### config.mk
export PLATFORM = sky130hd
export DESIGN_NAME = rc4_stream_cipher
export DESIGN_NICKNAME = d
export VERILOG_FILES = /design/src/sv/rc4_pkg.sv /design/src/sv/rc4_stream_cipher.sv
export SDC_FILE = /design/constraint.sdc
export NUM_CORES = 2
export LEC_CHECK = 0
export BUFFER_PORTS_ARGS = -buffer_cell sky130_fd_sc_hd__buf_2
export CORE_MARGIN = 2
export CORE_UTILIZATION = 30
export DETAILED_ROUTE_END_ITERATION = 16
export PLACE_DENSITY = 0.45
export SYNTH_ARGS = -nofsm -noshare
export SYNTH_HDL_FRONTEND = slang
export SYNTH_SLANG_ARGS = --single-unit
### constraint.sdc
create_clock -name clk -period 16.4 [get_ports clk]
set_clock_uncertainty 0.15 [all_clocks]
set_input_delay 3.28 -clock clk [delete_from_list [all_inputs] [get_ports clk]]
set_output_delay 3.28 -clock clk [all_outputs]
set_load 0.05 [all_outputs]
### src/sv/rc4_pkg.sv
// Shared types and constants for the RC4 byte cipher.
// No dependencies; imported by rc4_stream_cipher.
package rc4_pkg;

	localparam int KEY_LEN_W            = 9;
	localparam int KEY_STORE_DEPTH_DEF  = 256;
	localparam logic [KEY_LEN_W-1:0] MIN_KEY_BYTES = 9'd5;
	localparam logic [KEY_LEN_W-1:0] KEY_LEN_RESET = 9'd16;

	localparam int APB_ADDR_W = 3;
	localparam int APB_DATA_W = 32;

	// operation codes
	localparam logic [1:0] OP_LOAD     = 2'd0;
	localparam logic [1:0] OP_SCHEDULE = 2'd1;
	localparam logic [1:0] OP_CRYPT    = 2'd2;

	typedef struct packed {
		logic [1:0] operation;
		logic [7:0] key_position;
		logic [7:0] key_value;
		logic [7:0] data_in;
		logic       end_of_buffer;
	} item_t;

	typedef struct packed {
		logic [7:0] data_out;
		logic       end_of_buffer_out;
	} result_t;

endpackage

### src/sv/rc4_stream_cipher.sv
// RC4 byte cipher top level: permutation store, key store, sequencer, APB register.
// Depends on rc4_pkg.
//
// Usage: a load transaction writes one key byte. A schedule transaction runs the 256-round
// key schedule, each round reading S[k] and the key byte, then S[j], then swapping the two,
// and takes no further transaction until it is done; the permutation is set to the identity
// at once by clearing a row of per-entry valid bits, so there is no separate fill pass. A
// crypt byte passes ST_C_RJ, ST_C_SW and ST_C_FIN before it is registered; the next one is
// taken no earlier than ST_C_FIN, as the single read port of the permutation store serves
// the read of S[i], the dependent read of S[j] and the keystream read in turn, while the two swap
// writes share the write port, the second overlapping the next byte's first read (forwarded
// where both hit the same entry). A finished byte waits in an output register, so the next
// transaction is taken while the result is still unclaimed. Before any schedule the
// permutation reads as zeros and crypt passes data through unchanged. key_length_bytes
// (APB address 0, reset 16) is clamped to 5..KEY_STORE_DEPTH; write it only while idle.
module rc4_stream_cipher
	import rc4_pkg::*;
#(
	parameter int KEY_STORE_DEPTH = KEY_STORE_DEPTH_DEF
) (
	input  logic                  clk,
	input  logic                  arst_n,
	// item channel
	input  logic                  item_valid,
	output logic                  item_ready,
	input  item_t                 item,
	// result channel
	output logic                  result_valid,
	input  logic                  result_ready,
	output result_t               result,
	// APB configuration port
	input  logic                  psel,
	input  logic                  penable,
	input  logic                  pwrite,
	input  logic [APB_ADDR_W-1:0] paddr,
	input  logic [APB_DATA_W-1:0] pwdata,
	output logic [APB_DATA_W-1:0] prdata,
	output logic                  pready
);

	localparam int KW = $clog2(KEY_STORE_DEPTH);
	localparam logic [KEY_LEN_W-1:0] DEPTH_LEN = KEY_LEN_W'(KEY_STORE_DEPTH);

	// sequencer states
	localparam logic [2:0] ST_IDLE  = 3'd0; // wait for a transaction
	localparam logic [2:0] ST_C_RJ  = 3'd1; // crypt: S[i] back, read S[j]
	localparam logic [2:0] ST_C_SW  = 3'd2; // crypt: write S[i], read keystream entry
	localparam logic [2:0] ST_C_FIN = 3'd3; // crypt: write S[j], deliver result
	localparam logic [2:0] ST_K_RK  = 3'd4; // schedule: read S[k] and key byte
	localparam logic [2:0] ST_K_RJ  = 3'd5; // schedule: update j, read S[j]
	localparam logic [2:0] ST_K_SW  = 3'd6; // schedule: write S[k]
	localparam logic [2:0] ST_K_END = 3'd7; // schedule: last S[j] write, clear indices

	logic [2:0]           state_q;
	logic [7:0]           i_q;        // keystream i, doubles as schedule round counter
	logic [7:0]           j_q;
	logic [7:0]           si_q;       // S[i] (or S[k]) held for the second swap write
	logic [7:0]           din_q;
	logic                 eob_q;
	logic [KW-1:0]        kk_q;       // key byte index, k mod key length
	logic                 keyed_q;    // a schedule has run: unwritten entries read as identity
	logic [255:0]         sbox_valid_q;
	logic [KEY_LEN_W-1:0] key_len_q;
	logic                 result_valid_q;
	result_t              result_q;

	// permutation store and its read-side registers
	logic [7:0]           sbox_mem_q [256];
	logic [7:0]           sbox_rd_q;
	logic                 valid_rd_q;
	logic                 keyed_rd_q;
	logic [7:0]           addr_rd_q;
	logic                 fwd_hit_q;
	logic [7:0]           fwd_data_q;

	// key store
	logic [7:0]           key_mem_q [KEY_STORE_DEPTH];
	logic [7:0]           key_rd_q;

	logic                 accept;
	logic                 out_free;
	logic                 result_load;
	logic                 sched_start;
	logic                 key_we;
	logic                 rd_en;
	logic [7:0]           raddr;
	logic                 we;
	logic [7:0]           waddr;
	logic [7:0]           wdata;
	logic [7:0]           rd_val;
	logic [7:0]           ks;
	logic [KEY_LEN_W-1:0] key_len_eff;
	logic                 cfg_we;

	// Register the APB write on the access phase; addresses 0 to 3 all reach the one register.
	assign pready = 1'b1;
	assign cfg_we = psel && penable && pwrite && pready && (paddr[2] == 1'b0);
	assign prdata = (paddr[2] == 1'b0) ? APB_DATA_W'(key_len_q) : '0;

	// Clamp the key length to the supported range.
	always_comb begin
		if (key_len_q < MIN_KEY_BYTES) begin
			key_len_eff = MIN_KEY_BYTES;
		end else if (key_len_q > DEPTH_LEN) begin
			key_len_eff = DEPTH_LEN;
		end else begin
			key_len_eff = key_len_q;
		end
	end

	// Output register parts the two sides: take a new transaction while a result waits,
	// as long as the byte finishing now has somewhere to go.
	assign out_free    = !result_valid_q || result_ready;
	assign item_ready  = (state_q == ST_IDLE) || ((state_q == ST_C_FIN) && out_free);
	assign accept      = item_valid && item_ready;
	assign result_load = (state_q == ST_C_FIN) && out_free;
	assign sched_start = accept && (item.operation == OP_SCHEDULE);
	assign key_we      = accept && (item.operation == OP_LOAD)
		&& ({1'b0, item.key_position} < DEPTH_LEN);

	assign result_valid = result_valid_q;
	assign result       = result_q;

	// Value of the last permutation read: a write that hit the same entry in the read cycle
	// wins, then stored data, then the identity (after a schedule) or zero (before one).
	always_comb begin
		if (fwd_hit_q) begin
			rd_val = fwd_data_q;
		end else if (valid_rd_q) begin
			rd_val = sbox_rd_q;
		end else if (keyed_rd_q) begin
			rd_val = addr_rd_q;
		end else begin
			rd_val = '0;
		end
	end

	// Keystream byte: the entry read in ST_C_SW, or S[j] just being written back this cycle.
	// The S[i] write of that cycle is already covered by the forward path.
	assign ks = (addr_rd_q == j_q) ? si_q : rd_val;

	// Read and write port steering of the permutation store.
	always_comb begin
		rd_en = 1'b0;
		raddr = i_q + 8'd1;
		we    = 1'b0;
		waddr = j_q;
		wdata = si_q;
		case (state_q)
			ST_C_RJ: begin
				rd_en = 1'b1;
				raddr = j_q + rd_val;
			end
			ST_C_SW: begin
				rd_en = 1'b1;
				raddr = si_q + rd_val;
				we    = 1'b1;
				waddr = i_q;
				wdata = rd_val;
			end
			ST_C_FIN: begin
				we = 1'b1;
			end
			ST_K_RK: begin
				rd_en = 1'b1;
				raddr = i_q;
				// finish the previous round's swap
				we    = (i_q != 8'd0);
			end
			ST_K_RJ: begin
				rd_en = 1'b1;
				raddr = j_q + rd_val + key_rd_q;
			end
			ST_K_SW: begin
				we    = 1'b1;
				waddr = i_q;
				wdata = rd_val;
			end
			ST_K_END: begin
				we = 1'b1;
			end
			default: begin
				we = 1'b0;
			end
		endcase
		// first read of a crypt transaction, overlapping the last write of the previous one
		if (accept && (item.operation == OP_CRYPT)) begin
			rd_en = 1'b1;
			raddr = i_q + 8'd1;
		end
	end

	// Permutation store: one write and one registered read a cycle.
	always_ff @(posedge clk) begin
		if (we) begin
			sbox_mem_q[waddr] <= wdata;
		end
		if (rd_en) begin
			sbox_rd_q  <= sbox_mem_q[raddr];
			valid_rd_q <= sbox_valid_q[raddr];
			keyed_rd_q <= keyed_q;
			addr_rd_q  <= raddr;
			fwd_hit_q  <= we && (waddr == raddr);
			fwd_data_q <= wdata;
		end
	end

	// Key store: written by load transactions, read once per schedule round.
	always_ff @(posedge clk) begin
		if (key_we) begin
			key_mem_q[item.key_position[KW-1:0]] <= item.key_value;
		end
		if (state_q == ST_K_RK) begin
			key_rd_q <= key_mem_q[kk_q];
		end
	end

	// Result payload: no reset needed.
	always_ff @(posedge clk) begin
		if (result_load) begin
			result_q.data_out          <= din_q ^ ks;
			result_q.end_of_buffer_out <= eob_q;
		end
	end

	// Control state.
	always_ff @(posedge clk or negedge arst_n) begin
		if (!arst_n) begin
			state_q        <= ST_IDLE;
			i_q            <= '0;
			j_q            <= '0;
			kk_q           <= '0;
			keyed_q        <= 1'b0;
			sbox_valid_q   <= '0;
			key_len_q      <= KEY_LEN_RESET;
			result_valid_q <= 1'b0;
			si_q           <= '0;
			din_q          <= '0;
			eob_q          <= 1'b0;
		end else begin
			if (cfg_we) begin
				key_len_q <= pwdata[KEY_LEN_W-1:0];
			end

			if (result_load) begin
				result_valid_q <= 1'b1;
			end else if (result_ready) begin
				result_valid_q <= 1'b0;
			end

			// Schedule start resets the whole permutation to identity; it wins over any
			// write landing in the same cycle.
			if (sched_start) begin
				sbox_valid_q <= '0;
			end else if (we) begin
				sbox_valid_q[waddr] <= 1'b1;
			end

			case (state_q)
				ST_C_RJ: begin
					si_q    <= rd_val;
					j_q     <= raddr;
					state_q <= ST_C_SW;
				end
				ST_C_SW: begin
					state_q <= ST_C_FIN;
				end
				ST_C_FIN: begin
					// hold here while the output register is still full
					if (out_free) begin
						state_q <= ST_IDLE;
					end
				end
				ST_K_RK: begin
					state_q <= ST_K_RJ;
				end
				ST_K_RJ: begin
					si_q    <= rd_val;
					j_q     <= raddr;
					state_q <= ST_K_SW;
				end
				ST_K_SW: begin
					i_q <= i_q + 8'd1;
					if ((KEY_LEN_W'(kk_q) + 9'd1) == key_len_eff) begin
						kk_q <= '0;
					end else begin
						kk_q <= kk_q + KW'(1);
					end
					state_q <= (i_q == 8'hff) ? ST_K_END : ST_K_RK;
				end
				ST_K_END: begin
					i_q     <= '0;
					j_q     <= '0;
					state_q <= ST_IDLE;
				end
				default: begin
					state_q <= ST_IDLE;
				end
			endcase

			// New transaction: overrides the next state chosen above.
			if (accept) begin
				case (item.operation)
					OP_CRYPT: begin
						i_q     <= i_q + 8'd1;
						din_q   <= item.data_in;
						eob_q   <= item.end_of_buffer;
						state_q <= ST_C_RJ;
					end
					OP_SCHEDULE: begin
						i_q     <= '0;
						j_q     <= '0;
						kk_q    <= '0;
						keyed_q <= 1'b1;
						state_q <= ST_K_RK;
					end
					default: begin
						// load is done by the key store write; unused code is dropped
						state_q <= ST_IDLE;
					end
				endcase
			end
		end
	end

endmodule

== Yosys cells after proc, flatten, opt, wreduce, memory -nomap -nowiden ==
Memory sizes are Yosys's and may differ from the RTL's. A register that Yosys moved wholly into a read port is not among the register bits.
Cells that the tools add are included.
Storage, ports and cells
  flip-flop bits (word level): 339
  bits in latches: 0
  RAM bits: 4096
  bits in read-only memories: 0
  output and inout port bits: 44
  memories kept: 2
Memories
  key_mem_q: words 256, width 8, rd ports 1, clocked after memory_dff 1, write ports 1, line rc4_stream_cipher.sv:77  | logic [7:0] key_mem_q [KEY_STORE_DEPTH];
  sbox_mem_q: words 256, width 8, rd ports 1, clocked after memory_dff 1, write ports 1, line rc4_stream_cipher.sv:68  | logic [7:0] sbox_mem_q [256];
Operators by class
  add/sub/neg operators: 6
  $mul: 0
  div/mod/pow operators: 0
  $lt $le $gt $ge: 5
  equality and inequality tests: 14
  shift operators: 0
  muxes and demuxes: 41
  bitwise operators: 3
  reduce and logical (&&, ||, !) cells: 24
Operator list (number)
  $mux 256: 2
  $or 256x256->256: 1
  $mux 8: 14
  $pmux 8 s2: 3
  $pmux 8 s4: 1
  $mux 9: 3
  $add 8x8->8: 3
  $lt 8x9->1 const B: 2
  $pmux 3 s6: 1
  $add 8x1->8 const B: 2
  $eq 8x8->1: 2
  $eq 3x3->1 const B: 4
  $logic_and 1x1->1: 10
  $mux 1: 10
  $add 8x1->9 const B: 1
  $eq 9x9->1: 1
  $gt 9x9->1 const B: 1
  $lt 9x3->1 const B: 1
  $bmux 1 s8: 1
  $demux 1 s8: 1
  $eq 8x8->1 const B: 1
  $ge 8x1->1 const B: 1
  $reduce_bool 8->1: 1
  $reduce_or 4->1: 2
  18 further kinds: 24

== Logic depth before layout (Yosys ltp) ==
  depth in word-level cells: 10
  gate-level depth with buffers: 25

== Worst setup path after synthesis ==
Ideal clock, no wire load.
  kind: reg-to-reg
  start: reg valid_rd_q
  end: reg fwd_data_q[1] (data pin)
  setup time: 2.196 ns
  arrival: 11.417 ns
  slack: 2.637 ns
  cell stages (with the launch flop): 8
  path buffers: 2
  period minus slack after synthesis: 13.763 ns
  cell sequence: edfxtp_1 -> buf_2 -> nor2b_1 -> clkbuf_1 -> a22oi_1 -> o21ai_0 -> inv_1 -> o21ai_0
Between the ends
  longest elaborated chain between the ends: 3
Ends and longest elaborated chain
  from (decl): line rc4_stream_cipher.sv:70  | logic valid_rd_q;
  from (signal assigned): line rc4_stream_cipher.sv:200  | valid_rd_q <= sbox_valid_q[raddr];
  $mux 8: line rc4_stream_cipher.sv:129  | end else if (valid_rd_q) begin
  $mux 8: line rc4_stream_cipher.sv:127  | if (fwd_hit_q) begin
  named net rd_val[1]: line rc4_stream_cipher.sv:90  | logic [7:0] rd_val;
  $mux 8: line rc4_stream_cipher.sv:149  | case (state_q)
  named net wdata[1]: line rc4_stream_cipher.sv:89  | logic [7:0] wdata;
  to (signal assigned): line rc4_stream_cipher.sv:204  | fwd_data_q <= wdata;
  to (decl): line rc4_stream_cipher.sv:74  | logic [7:0] fwd_data_q;
The timed path passes the listed nets, and every way through them passes these cells.
A chain may end at the register's enable or synchronous reset.

== Worst setup path in the final report ==
  start: reg valid_rd_q
  end: reg sbox_rd_q[4], read port of sbox_mem_q (data pin)
Between the ends
  longest elaborated chain between the ends: 6
Ends and longest elaborated chain
  $mux 8 *: line rc4_stream_cipher.sv:129
  $mux 8 *: line rc4_stream_cipher.sv:127
  named net rd_val[1]: line rc4_stream_cipher.sv:90
  $add 8x8->8: line rc4_stream_cipher.sv:152, rc4_stream_cipher.sv:172
  $add 8x8->8: line rc4_stream_cipher.sv:172  | raddr = j_q + rd_val + key_rd_q;
  $pmux 8 s4 *: line rc4_stream_cipher.sv:149
  $mux 8 *: line rc4_stream_cipher.sv:187  | if (accept && (item.operation == OP_CRYPT)) begin
  to (decl): line rc4_stream_cipher.sv:69  | logic [7:0] sbox_rd_q;
Mark *: on every way through the listed nets, which the timed path passes. The rest lies on a longest branch.

==> results_dict.tcl <==
set metrics [dict create \
    drt-total-wl_um 566000 \
    grt_overflow_total 0 \
    post_drt_wl_per_cell_um 28.0 \
    ys_types 95 \
    critPathLaunchType "flop" \
    design.die.area_um2 608000 \
    core_area_um2 599000 \
    cap_viol_max_count 0 \
    min_period_over_period_pct 58.7 \
    grt_pass1_wl_um 798000 \
    cts.sinks 4451 \
    num_io_pins 113 \
    slew_viol_final 0 \
    rsz0062_at_grt "no" \
    via_per_inst 5.15 \
    worstPathArrival_ns 10.19 \
    finalWeightedCongestion 0.803 \
    grt_max_degree 181 \
    drt_iter0_drc 9857 \
    clk_latency_ns 1.05 \
    grt_pass1_vias 101558 \
    first_pass_iters 8 \
    ys.flop_type "edfxtp_1" \
    crit_fanout 117 \
    crit_slowest_cell "o31ai_1" \
    antenna_found_initial 32 \
    min_path_type "flop to flop" \
    drive_gt1_share_pct 13.2 \
    timing.fmax_ghz 0.104 \
    finalSetupViolCount 0 \
    fin_tns_setup_ns 0 \
    final-hold-violation-count 0 \
    crit_required_ns 16.96 \
    rows 284 \
    synth_edf_count 4140 \
    fin_nets 11877 \
    worstPathCellList "nor2b_1 -> a22oi_1 -> o21ai_0 -> fa_1 -> xor2_1 -> ha_1 -> xor2_1 -> o2bb2ai_2 -> buf_4 -> nor3_4 -> buf_12 -> inv_8 -> buf_4 -> buf_4 -> buf_4 -> mux2_2 -> a222oi_1 -> nand2_1 -> o21ai_0 -> a211oi_1 -> o31ai_1 -> nor4_1" \
    period_minus_slack_ns 9.63 \
    route.detailed.drc 0 \
    tightest_slew_ns 1.41 \
    cp_top_family "compound AO/OA/AOI/OAI gates" \
    relSlewSlack_pct 4.88 \
    port_buffers 63 \
    root_buffer "clkbuf_16" \
    ys_warn_count 0 \
    synth_top_area_share_pct 68.9 \
    synth_common_cells "edfxtp_1 (4140), nand2_1 (1718), nor2_1 (1248)" \
    clk_pin_slew_worst_paths_ns 0.06 \
    status "finished clean" \
    path_buf_inv 6 \
    synth_seq_cells 4451 \
    max_stage_delay_ns 1.19 \
    synthTopCellsByArea "edfxtp_1 (69%), mux4_2 (6.1%), dfrtp_1 (4.3%)" \
    post-dp-hpwl_um 329000 \
    cts_resized 0 \
    worstSetupEndpointType "flop" \
    dieHeight_um 780 \
    initial_core_util_pct 30.1 \
    die_w_um 780 \
    ys_seq_area_share_pct 73.2 \
    cts_tree "built" \
    detail-route-antenna-nets 0 \
    yosys.area.top_type "edfxtp_1" \
    ctsHoldBuffers 0 \
    cts_buffers 460 \
    htreeDepth 5 \
    async_flop_share_pct 6.99 \
    clock_path_buffers 4 \
    syn_area_um2 180000 \
    syn_inst 11774 \
    path_common_cell "buf_4" \
    fill_cells 57780 \
    crit_type "flop to flop" \
    syn2layout_area_growth_pct 13.2 \
    vias 103844 \
    avgSynthCellArea_um2 15.3 \
    multi_input_area_um2 44500 \
    post_cts_buffers 0 \
    grt_use_total_pct 18.1 \
    yosysMostFrequentCell "edfxtp_1" \
    regArea_um2 132000 \
]
[routing by layer]
metal | track usage [%] | part of all wire [%] | vias up | routed length, um
li1 | - | - | 45406 | -
met2 | 29.6 | 48 | 2960 | 269000
met3 | 2.46 | 5.5 | 769 | 31300
met1 | 25.2 | 44 | 54695 | 249000
met4 | 4.96 | 2.9 | 14 | 16300
met5 | 0 | 0.016 | - | 91
[stage by stage]
stage	hold WS, ns	setup slack (ns)	instances	cell area (um^2)	utilization (%)
after floorplan	0.267	2.64	11796	181000	-
after global placement	0.279	6.97	19320	190000	31.7
after detailed placement	0.293	6.96	19320	190000	31.7
after CTS	0.297	6.90	20169	204000	34.1
after global routing	0.309	6.48	20176	204000	34.1
final	0.301	6.77	20181	204000	34.1
[registers in the layout, indices dropped and copies added (netlist names)]
signal        cells
state_q           3
j_q               8
i_q               8
sbox_valid_q    256
result_valid      1
keyed_rd_q        1
sbox_mem_q     2048
kk_q              8
addr_rd_q         8
keyed_q           1
eob_q             1
si_q              8
key_len_q         9
key_mem_q      2048
result            9
key_rd_q          8
valid_rd_q        1
fwd_data_q        8
sbox_rd_q         8
din_q             8
fwd_hit_q         1
[path summary, 6_finish.rpt]
path                                      startpoint                       endpoint  slack (ns)  cells past startpoint
worst max-delay path            valid_rd_q$_DFFE_PP_         sbox_rd_q[4]$_DFFE_PP_        6.77                     22
worst max register to register  valid_rd_q$_DFFE_PP_         sbox_rd_q[4]$_DFFE_PP_        6.77                     22
max in group asynchronous                     arst_n  sbox_valid_q[181]$_DFFE_PN0P_       11.60                      3
worst min-delay path             keyed_q$_DFFE_PN0P_           keyed_rd_q$_DFFE_PP_        0.30                      0
min in group asynchronous                     arst_n   sbox_valid_q[12]$_DFFE_PN0P_        2.07                      1
worst min register to register   keyed_q$_DFFE_PN0P_           keyed_rd_q$_DFFE_PP_        0.30                      0
[cells in the final DEF (no fill, tap or decap), types with 31 or more instances in the layout]
master	n
buf_4	250
edfxtp_1	4140
nor2_1	1244
o21ai_0	97
mux2i_1	482
a211oi_1	113
o22ai_1	149
nand3_1	585
clkinv_2	67
inv_1	43
mux2_2	58
clkbuf_8	38
bufinv_16	31
dfrtp_1	303
a221oi_1	89
ha_1	31
nor3_1	127
a21oi_1	190
clkinv_1	74
a31oi_1	115
clkbuf_16	464
o221ai_1	123
nand2_1	1690
and3_1	150
buf_2	54
mux4_2	491
a311oi_1	175
clkbuf_1	146
[worst register-to-register path: stages, from the launching register on]
cell,delay (ns)
edfxtp_1,0.55
nor2b_1,0.48
a22oi_1,0.14
o21ai_0,0.74
fa_1,0.37
xor2_1,0.32
ha_1,0.35
xor2_1,0.17
o2bb2ai_2,0.13
buf_4,0.34
nor3_4,0.11
buf_12,0.26
inv_8,0.58
buf_4,0.73
buf_4,0.54
buf_4,0.64
mux2_2,0.43
a222oi_1,0.28
nand2_1,0.08
o21ai_0,0.38
a211oi_1,0.25
o31ai_1,1.19
nor4_1,0.11
[cells by family (layout without fill, tap and decap cells)]
logic type | after synthesis | in the layout | share of synthesized area [%]
fa+ha+maj | 35 | 35 | 0.254
xor+xnor | 47 | 47 | 0.236
flops | 4451 | 4451 | 73.2
other cells | 2 | 36 | 0.00416
mux | 1036 | 1036 | 9.19
simple gates | 4006 | 4006 | 9.35
compound gates | 1330 | 1330 | 5.40
buf+inv | 867 | 1232 | 2.36
[final cells by class]
class | instances | share of cell area, %
Timing Repair Buffer | 331 | 1.29
Clock inverter | 202 | 1.00
Tap cell | 8008 | 4.90
Multi-Input combinational cell | 6478 | 21.8
Inverter | 52 | 0.117
Sequential cell | 4451 | 64.7
Clock buffer | 647 | 6.20
Antenna cell | 12 | 0.0147
Power is left out: the tool's default activity adds up to more than one toggle a clock period on the data nets, which glitch-free logic cannot reach.
